===== src/rtl/jc_pkg.sv =====
// Shared types, constants and codes for the joystick conditioner.
package jc_pkg;

    localparam int RAW_W    = 12;
    localparam int VAL_W    = 10;
    localparam int BIAS_W   = 11;
    localparam int SUM_W    = 20;
    localparam int CNT_W    = 8;
    localparam int NUM_AXES = 4;

    // Number of calibration items averaged into each bias (a power of two).
    localparam int BIAS_SAMPLES = 16;

    localparam int SCALE_FULL = 1000;
    localparam int RAW_FULL   = 4095;
    localparam int TRIM_STEP  = 10;
    localparam int BIAS_LIMIT = 1000;

    localparam int AXIS_THROTTLE = 0;
    localparam int AXIS_ROLL     = 1;
    localparam int AXIS_PITCH    = 2;

    typedef logic [RAW_W-1:0]         raw_t;
    typedef logic [VAL_W-1:0]         val_t;
    typedef logic signed [BIAS_W-1:0] bias_t;
    typedef logic signed [SUM_W-1:0]  sum_t;

    typedef enum logic [2:0] {
        FUNC_SAMPLE   = 3'd0,
        FUNC_CAL      = 3'd1,
        FUNC_ROLL_UP  = 3'd2,
        FUNC_PITCH_DN = 3'd3,
        FUNC_ROLL_DN  = 3'd4,
        FUNC_PITCH_UP = 3'd5
    } func_t;

    typedef enum logic [2:0] {
        CFG_MIDPOINT          = 3'd0,
        CFG_CENTER_DEADZONE   = 3'd1,
        CFG_THROTTLE_DEADZONE = 3'd2,
        CFG_RANGE_LOW         = 3'd3,
        CFG_RANGE_HIGH        = 3'd4
    } cfg_idx_t;

    typedef struct packed {
        logic [9:0] midpoint;
        logic [8:0] center_deadzone;
        logic [9:0] throttle_deadzone;
        logic [9:0] range_low;
        logic [9:0] range_high;
    } cfg_t;

endpackage


===== src/rtl/joystick_conditioner.sv =====
// Top level of the joystick conditioner: input stage, bias store, conditioning, output stage.
//
//  Channel   Direction  Handshake            Payload
//  s_*       in         s_tvalid / s_tready  tuser: func; tdata: four raw 12-bit readings
//  m_*       out        m_tvalid / m_tready  tdata: four conditioned 10-bit values
//  cfg_*     in         cfg_valid/cfg_ready  cfg_index: register index; cfg_data: value
//
// One item per cycle sustained while no sample item waits behind a stalled output.
// A sample item passes from the input register into the output register, from which
// it is offered on m_*. Calibration and trim items give no output item and take
// effect on the item that follows them. The throughput is set by the single pass
// from the input register through the conditioning logic into the output register.
// Reset restores the register defaults and clears all biases, sums and the
// calibration count. A stalled output holds its item while the input register
// still takes calibration and trim items; s_tready drops only when a sample item
// waits behind a stalled output. Configuration writes are always accepted.
module joystick_conditioner (
    input  logic        clk,
    input  logic        rst_n,
    input  logic        s_tvalid,
    output logic        s_tready,
    input  logic [47:0] s_tdata,    // raw_throttle, raw_roll, raw_pitch, raw_yaw
    input  logic [2:0]  s_tuser,    // func
    output logic        m_tvalid,
    input  logic        m_tready,
    output logic [39:0] m_tdata,    // throttle_out, roll_out, pitch_out, yaw_out
    input  logic        cfg_valid,
    output logic        cfg_ready,
    input  logic [2:0]  cfg_index,
    input  logic [9:0]  cfg_data
);

    // Configuration registers.
    jc_pkg::cfg_t cfg_reg;

    // Input stage: the readings are scaled before they are registered, so the
    // pass after the register only subtracts, clamps and compares.
    jc_pkg::val_t  scaled_in     [jc_pkg::NUM_AXES];
    logic          s1_valid_reg;
    logic [2:0]    s1_func_reg;
    jc_pkg::val_t  s1_scaled_reg [jc_pkg::NUM_AXES];

    // Output stage.
    logic          out_valid_reg;
    jc_pkg::val_t  out_data_reg  [jc_pkg::NUM_AXES];

    jc_pkg::bias_t bias          [jc_pkg::NUM_AXES];
    jc_pkg::val_t  cond          [jc_pkg::NUM_AXES];

    logic          in_take;
    logic          out_free;
    logic          s1_sample;
    logic          s1_advance;

    assign cfg_ready = 1'b1;

    always_ff @(posedge clk or negedge rst_n)
    begin
        if (!rst_n)
        begin
            cfg_reg.midpoint          <= 10'd500;
            cfg_reg.center_deadzone   <= 9'd20;
            cfg_reg.throttle_deadzone <= 10'd20;
            cfg_reg.range_low         <= 10'd0;
            cfg_reg.range_high        <= 10'd1000;
        end
        else if (cfg_valid && cfg_ready)
        begin
            unique case (cfg_index)
                jc_pkg::CFG_MIDPOINT:          cfg_reg.midpoint          <= cfg_data;
                jc_pkg::CFG_CENTER_DEADZONE:   cfg_reg.center_deadzone   <= cfg_data[8:0];
                jc_pkg::CFG_THROTTLE_DEADZONE: cfg_reg.throttle_deadzone <= cfg_data;
                jc_pkg::CFG_RANGE_LOW:         cfg_reg.range_low         <= cfg_data;
                jc_pkg::CFG_RANGE_HIGH:        cfg_reg.range_high        <= cfg_data;
                default:
                begin
                end
            endcase
        end
    end

    for (genvar g = 0; g < jc_pkg::NUM_AXES; g++)
    begin : g_scale
        jc_scale u_scale (
            .raw    (s_tdata[g*jc_pkg::RAW_W +: jc_pkg::RAW_W]),
            .scaled (scaled_in[g])
        );
    end

    // Only a sample item needs room in the output stage; calibration and trim
    // items leave the input register as soon as they have updated the biases.
    assign out_free   = !out_valid_reg || m_tready;
    assign s1_sample  = (s1_func_reg == jc_pkg::FUNC_SAMPLE);
    assign s1_advance = s1_valid_reg && (!s1_sample || out_free);
    assign s_tready   = !s1_valid_reg || s1_advance;
    assign in_take    = s_tvalid && s_tready;

    // The bias store updates on the edge where its item leaves the input
    // register, so the next item already sees the new biases.
    jc_bias u_bias (
        .clk      (clk),
        .rst_n    (rst_n),
        .update   (s1_advance),
        .func     (s1_func_reg),
        .scaled   (s1_scaled_reg),
        .midpoint (cfg_reg.midpoint),
        .bias     (bias)
    );

    jc_cond u_cond (
        .scaled (s1_scaled_reg),
        .bias   (bias),
        .cfg    (cfg_reg),
        .cond   (cond)
    );

    always_ff @(posedge clk or negedge rst_n)
    begin
        if (!rst_n)
        begin
            s1_valid_reg  <= 1'b0;
            out_valid_reg <= 1'b0;
        end
        else
        begin
            if (in_take)
            begin
                s1_valid_reg <= 1'b1;
            end
            else if (s1_advance)
            begin
                s1_valid_reg <= 1'b0;
            end

            if (s1_advance && s1_sample)
            begin
                out_valid_reg <= 1'b1;
            end
            else if (m_tready)
            begin
                out_valid_reg <= 1'b0;
            end
        end
    end

    always_ff @(posedge clk)
    begin
        if (in_take)
        begin
            s1_func_reg   <= s_tuser;
            s1_scaled_reg <= scaled_in;
        end
        if (s1_advance && s1_sample)
        begin
            out_data_reg <= cond;
        end
    end

    assign m_tvalid = out_valid_reg;
    assign m_tdata  = {out_data_reg[3], out_data_reg[2], out_data_reg[1], out_data_reg[0]};

endmodule


===== src/rtl/jc_scale.sv =====
// Inverts one raw 12-bit stick reading and rescales it to 0..1000.
module jc_scale (
    input  jc_pkg::raw_t raw,
    output jc_pkg::val_t scaled
);

    logic [21:0] prod;
    logic [9:0]  q_est;
    logic [12:0] rem;
    logic [9:0]  quot;

    // Dividing by 4096 undershoots the quotient by at most one; the remainder
    // against 4095 is the low part plus the estimate, so one compare fixes it.
    assign prod   = 22'(raw) * 22'(jc_pkg::SCALE_FULL);
    assign q_est  = prod[21:12];
    assign rem    = 13'(prod[11:0]) + 13'(q_est);
    assign quot   = q_est + ((rem >= 13'(jc_pkg::RAW_FULL)) ? 10'd1 : 10'd0);
    assign scaled = 10'(jc_pkg::SCALE_FULL) - quot;

endmodule


===== src/rtl/jc_cond.sv =====
// Bias subtraction, range clamp and deadzones for the four axes.
module jc_cond (
    input  jc_pkg::val_t scaled [jc_pkg::NUM_AXES],
    input  jc_pkg::bias_t bias  [jc_pkg::NUM_AXES],
    input  jc_pkg::cfg_t cfg,
    output jc_pkg::val_t cond   [jc_pkg::NUM_AXES]
);

    logic signed [11:0] diff    [jc_pkg::NUM_AXES];
    jc_pkg::val_t       clamped [jc_pkg::NUM_AXES];
    logic signed [10:0] offset  [jc_pkg::NUM_AXES];
    logic signed [10:0] mag     [jc_pkg::NUM_AXES];

    always_comb
    begin
        for (int i = 0; i < jc_pkg::NUM_AXES; i++)
        begin
            diff[i] = $signed({2'b00, scaled[i]}) - 12'(bias[i]);

            // Low bound is tested first: with an inverted range, values below it still go to range_low.
            if (diff[i] < $signed({2'b00, cfg.range_low}))
            begin
                clamped[i] = cfg.range_low;
            end
            else if (diff[i] > $signed({2'b00, cfg.range_high}))
            begin
                clamped[i] = cfg.range_high;
            end
            else
            begin
                clamped[i] = diff[i][9:0];
            end

            offset[i] = $signed({1'b0, clamped[i]}) - $signed({1'b0, cfg.midpoint});
            mag[i]    = (offset[i] < 0) ? -offset[i] : offset[i];

            if (i == jc_pkg::AXIS_THROTTLE)
            begin
                cond[i] = (clamped[i] <= cfg.throttle_deadzone) ? '0 : clamped[i];
            end
            else
            begin
                cond[i] = (11'(mag[i]) <= {2'b00, cfg.center_deadzone}) ?
                          cfg.midpoint : clamped[i];
            end
        end
    end

endmodule


===== src/rtl/jc_bias.sv =====
// Per-axis bias store with calibration averaging and trim steps.
module jc_bias (
    input  logic          clk,
    input  logic          rst_n,
    input  logic          update,
    input  logic [2:0]    func,
    input  jc_pkg::val_t  scaled [jc_pkg::NUM_AXES],
    input  logic [9:0]    midpoint,
    output jc_pkg::bias_t bias   [jc_pkg::NUM_AXES]
);

    localparam jc_pkg::sum_t CAL_DIV = jc_pkg::SUM_W'(jc_pkg::BIAS_SAMPLES);

    jc_pkg::bias_t           bias_reg  [jc_pkg::NUM_AXES];
    jc_pkg::bias_t           bias_next [jc_pkg::NUM_AXES];
    jc_pkg::sum_t            sum_reg   [jc_pkg::NUM_AXES];
    jc_pkg::sum_t            sum_next  [jc_pkg::NUM_AXES];
    jc_pkg::sum_t            sum_inc   [jc_pkg::NUM_AXES];
    jc_pkg::sum_t            cal_quot  [jc_pkg::NUM_AXES];
    logic signed [11:0]      cal_add   [jc_pkg::NUM_AXES];
    logic [jc_pkg::CNT_W-1:0] count_reg;
    logic [jc_pkg::CNT_W-1:0] count_next;
    logic [jc_pkg::CNT_W-1:0] count_inc;
    logic                    cal_done;

    // Step a bias by one trim unit and saturate it to the bias limit.
    function automatic jc_pkg::bias_t trim_bias(jc_pkg::bias_t b, logic up);
        logic signed [11:0] t;
        begin
            t = up ? (12'(b) + 12'(jc_pkg::TRIM_STEP)) : (12'(b) - 12'(jc_pkg::TRIM_STEP));
            if (t > 12'(jc_pkg::BIAS_LIMIT))
            begin
                t = 12'(jc_pkg::BIAS_LIMIT);
            end
            if (t < 12'(-jc_pkg::BIAS_LIMIT))
            begin
                t = 12'(-jc_pkg::BIAS_LIMIT);
            end
            return t[10:0];
        end
    endfunction

    always_comb
    begin
        count_inc = count_reg + 1'b1;
        cal_done  = (count_inc >= jc_pkg::CNT_W'(jc_pkg::BIAS_SAMPLES));
        for (int i = 0; i < jc_pkg::NUM_AXES; i++)
        begin
            // Throttle is averaged against zero, the others against midpoint.
            if (i == jc_pkg::AXIS_THROTTLE)
            begin
                cal_add[i] = $signed({2'b00, scaled[i]});
            end
            else
            begin
                cal_add[i] = $signed({2'b00, scaled[i]}) - $signed({2'b00, midpoint});
            end
            sum_inc[i]  = sum_reg[i] + jc_pkg::SUM_W'(cal_add[i]);
            cal_quot[i] = sum_inc[i] / CAL_DIV;  // truncates toward zero
        end

        bias_next  = bias_reg;
        sum_next   = sum_reg;
        count_next = count_reg;

        if (update)
        begin
            unique case (func)
                jc_pkg::FUNC_CAL:
                begin
                    if (cal_done)
                    begin
                        for (int i = 0; i < jc_pkg::NUM_AXES; i++)
                        begin
                            bias_next[i] = cal_quot[i][jc_pkg::BIAS_W-1:0];
                            sum_next[i]  = '0;
                        end
                        count_next = '0;
                    end
                    else
                    begin
                        sum_next   = sum_inc;
                        count_next = count_inc;
                    end
                end
                jc_pkg::FUNC_ROLL_UP:
                    bias_next[jc_pkg::AXIS_ROLL] = trim_bias(bias_reg[jc_pkg::AXIS_ROLL], 1'b1);
                jc_pkg::FUNC_ROLL_DN:
                    bias_next[jc_pkg::AXIS_ROLL] = trim_bias(bias_reg[jc_pkg::AXIS_ROLL], 1'b0);
                jc_pkg::FUNC_PITCH_UP:
                    bias_next[jc_pkg::AXIS_PITCH] = trim_bias(bias_reg[jc_pkg::AXIS_PITCH], 1'b1);
                jc_pkg::FUNC_PITCH_DN:
                    bias_next[jc_pkg::AXIS_PITCH] = trim_bias(bias_reg[jc_pkg::AXIS_PITCH], 1'b0);
                default:
                begin
                end
            endcase
        end
    end

    always_ff @(posedge clk or negedge rst_n)
    begin
        if (!rst_n)
        begin
            for (int i = 0; i < jc_pkg::NUM_AXES; i++)
            begin
                bias_reg[i] <= '0;
                sum_reg[i]  <= '0;
            end
            count_reg <= '0;
        end
        else
        begin
            bias_reg  <= bias_next;
            sum_reg   <= sum_next;
            count_reg <= count_next;
        end
    end

    assign bias = bias_reg;

endmodule


===== config.mk =====
export PLATFORM = sky130hd
export DESIGN_NAME = joystick_conditioner
export DESIGN_NICKNAME = d
export VERILOG_FILES = /design/src/rtl/jc_pkg.sv /design/src/rtl/joystick_conditioner.sv /design/src/rtl/jc_scale.sv /design/src/rtl/jc_cond.sv /design/src/rtl/jc_bias.sv
export SDC_FILE = /design/constraint.sdc
export NUM_CORES = 2
export LEC_CHECK = 0
export BUFFER_PORTS_ARGS = -buffer_cell sky130_fd_sc_hd__buf_4
export CAP_MARGIN = 0
export CORE_UTILIZATION = 54
export CTS_CLUSTER_DIAMETER = 60
export DETAILED_ROUTE_END_ITERATION = 16
export GPL_TIMING_DRIVEN = 0
export PLACE_DENSITY = 0.71
export SLEW_MARGIN = 10
export SYNTH_ARGS = -nofsm -noshare
export SYNTH_HDL_FRONTEND = slang
export SYNTH_SLANG_ARGS = --single-unit
export TNS_END_PERCENT = 100

===== constraint.sdc =====
create_clock -name clk -period 9.18 [get_ports clk]
set_input_delay 0 -clock clk [delete_from_list [all_inputs] [get_ports clk]]
set_output_delay 0 -clock clk [all_outputs]
set_load 0.005 [all_outputs]

==> key figures <==
Clocking
  – Root Buffer: clkbuf_16
  – Clk sinks: 266
  – Clk slew on worst S/H paths: 60 ps
  – TritonCTS clock tree: built
  – Max Buffers Root-to-Sink: 3
  – Later-pin clock latency in the skew report: 580 ps
  – Htree depth: 2
  – Total CTS buffers: 40

Global routing
  – Remaining Overflow, GRT: 0
  – First-pass GRT wire length: 137000 um
  – Pin count of the biggest net entering global routing: 106
  – GRT Util Overall: 0.2729
  – Vias in the first global route: 26270
  – Antenna violations before repair: 1

Yosys
  – Main synth FF type: dfrtp_1
  – Yosys top cell by area: ha_1
  – Largest family of logic cells by synthesized area: adder cells
  – Post-synth ARST share: 0.6880
  – Synth Area in Adders: 0.3017
  – Synth Area in XOR/XNOR: 0.08619
  – Area contributors post-synth: ha_1 (20%), dfrtp_1 (13%), fa_1 (10%)
  – Yosys reg bits: 266
  – Number of synthesized flops with an enable pin: 83
  – Simple-Gate Fraction of Synth Area: 0.1351
  – Syn Nets: 4452
  – Register area share after synthesis: 0.2140
  – Mapped Cells: 3690
  – Synth top area share: 0.1974
  – Synth Warn #: 0
  – Yosys cell types: 94
  – Compound-cell area share of the yosys netlist: 0.1655
  – Synth Cell Area: 0.03314 mm^2
  – Syn Area/Cell: 8.982 um^2
  – Post-synthesis mux area share: 0.03960

Finish
  – Commonest non-fill, non-tap cell in the layout: ha_1
  – N_diodes: 0
  – Max reg flops: 80
  – Area Growth Syn to Fin: 10.71%
  – Most frequent cells in the layout: ha_1 (523), inv_1 (428), nand2_1 (277)
  – Share of layout cells above drive strength 1: 0.07976
  – Net count reported at finish: 4629
  – Final cell count without fillers: 4681

Die
  – Die Y-Extent: 249.7 um
  – Die outline area: 0.06237 mm^2
  – Initial Utilization: 0.5481
  – IO Count: 112
  – Die X-Extent: 249.7 um
  – Rows: 90
  – Core ar.: 0.06047 mm^2

Drt
  – WL/cell: 18.00 um
  – Vias/cell: 5.777
  – Via count: 27040
  – Final wirelength: 84250 um
  – Antenna viol nets, final: 0
  – Drt drc: 0
  – Initial DRC count: 1792
  – Detailed Routing Iterations Pass 1: 6

Critical path
  – Crit Path Class: flop to flop
  – Max incr delay on CP: 400 ps
  – CP Launch Type: flop
  – Crit path max fanout: 10
  – CP endpoint kind: flop
  – Crit path DAT: 8970 ps
  – Most used cell, CP: a21oi_1
  – Required time worst endpoint: 9480 ps
  – Crit-path slowest cell: fa_1

Outcome
  – Status: complete, no violations

Placement
  – Port bufs: 110
  – GPL Wtd Cong: 0.9413
  – Pre-CTS setup slack: -185.2 ps
  – Post-Place Cells: 4586
  – Post-DP HPWL: 67730 um

Job
  – # Max-Cap Violations: 0

Timing
  – Clk_skew: 24.80 ps
  – Hold Vio Cnt, Final: 0
  – # setup viols final: 0
  – Worst Max-Slew Pin Slew: 1268 ps
  – Crit path time final: 8672 ps
  – Final Max Slew Viols: 0
  – Slew margin rel.: 0.1475
  – Max Clk Rate: 115.3 MHz
  – Final setup margin: 508.3 ps
  – Tcrit/Tclk final: 0.9446

Min path
  – Worst hold-check path type: primary input to asynchronous set/reset pin
-- metal layers --
| metal | global-route usage | wire (um) | vias up | share of wire |
|---|---|---|---|---|
| li1 | - | - | 13320 | - |
| met1 | 0.3747 | 38740 | 12910 | 0.46 |
| met4 | 0.07460 | 2333 | 0 | 0.028 |
| met3 | 0.02816 | 4078 | 137 | 0.048 |
| met5 | 0 | 0 | - | 0 |
| met2 | 0.4566 | 39100 | 677 | 0.46 |
-- cells in the mapped netlist, types with 10 or more instances --
cell type	number
a31oi_1	19
edfxtp_1	83
o31a_1	10
and2_1	19
o21a_1	37
mux2_2	41
or3_1	21
xor2_1	101
o31ai_1	27
o21bai_1	22
a211oi_1	18
ha_1	523
mux2i_1	85
o21ai_0	273
nor2_1	179
nand3_1	69
nor4_1	20
a21oi_1	211
clkbuf_1	60
and3_1	26
fa_1	170
dfstp_2	16
xnor2_1	222
a21o_1	64
dfrtp_1	167
nor2b_1	85
buf_2	11
nand2_1	277
o2111ai_1	10
or4_1	12
a21boi_0	16
nand2b_1	54
or2_2	19
a22o_1	31
nor3_1	66
inv_1	428
nor3b_1	13
a2111oi_0	15
nand4_1	17
-- cells by family (layout without fill, tap and decap cells) --
kind of cell	Yosys count	in the layout
flip-flops	266	266
adder cells (fa/ha/maj)	698	698
other	1	1
multiplexers	126	126
XOR/XNOR	324	324
buffers and inverters	506	715
AND/OR/NAND/NOR	908	908
AO/OA/AOI/OAI	861	861
-- per-stage QoR --
| step | area, um^2 | hold slack (ps) | TNS, ps | util |
|---|---|---|---|---|
| 3_5_place_dp | 35050 | 66.98 | -1377 | 0.5797 |
| 6_report | 36690 | 30.63 | 0 | 0.6068 |
| 3_3_place_gp | 34950 | 179.4 | -1305 | 0.5779 |
| 2_1_floorplan | 33140 | -295.6 | 0 | - |
| 5_1_grt | 36690 | 106.5 | -11.18 | 0.6068 |
| 4_1_cts | 36610 | 39.27 | 0 | 0.6054 |
-- critical path, delay by kind of cell, from the launching register on --
family | cells | cell delay, ps
compound gates | 23 | 4470
xor+xnor | 1 | 180
fa+ha+maj | 6 | 1830
buf+inv | 4 | 470
flops | 1 | 350
mux | 2 | 540
simple gates | 6 | 550
-- area by class of cell --
type,count,area [um^2]
inverters,431,1618
repair buffers,137,1159
multi-input cells,2918,24240
clock buffers,49,1065
clock inverters,25,244.0
fillers,5253,23780
flip-flops and latches,266,7093
well taps,782,978.4
plain buffers,73,294.0
-- what timing repair did --
item                                    in CTS  in global routing
pin swaps                                    1                  1
cloned                                       0                  0
hold endpoints to repair                   132                  0
gates resized for setup                      1                 18
setup buffers                                1                  0
endpoints found under the setup margin      10                 30
hold buffers                                22                  0
-- worst paths after layout --
path,cells past startpoint,slack (ps),end,start
min in group clk,5,100,cfg_reg[24],cfg_valid
setup reg to reg,42,510,m_tdata[13],s1_scaled_reg[20]
setup / recovery,42,510,m_tdata[13],s1_scaled_reg[20]
max in group asynchronous,3,8110,cfg_reg[27],rst_n
hold reg to reg,2,480,u_bias.bias[5],u_bias.bias[5]
hold / removal,2,30,u_bias.sum_reg[27],rst_n
Power is not shown: default switching activity piles up to over one toggle a cycle in this logic, so the estimate is an artifact.
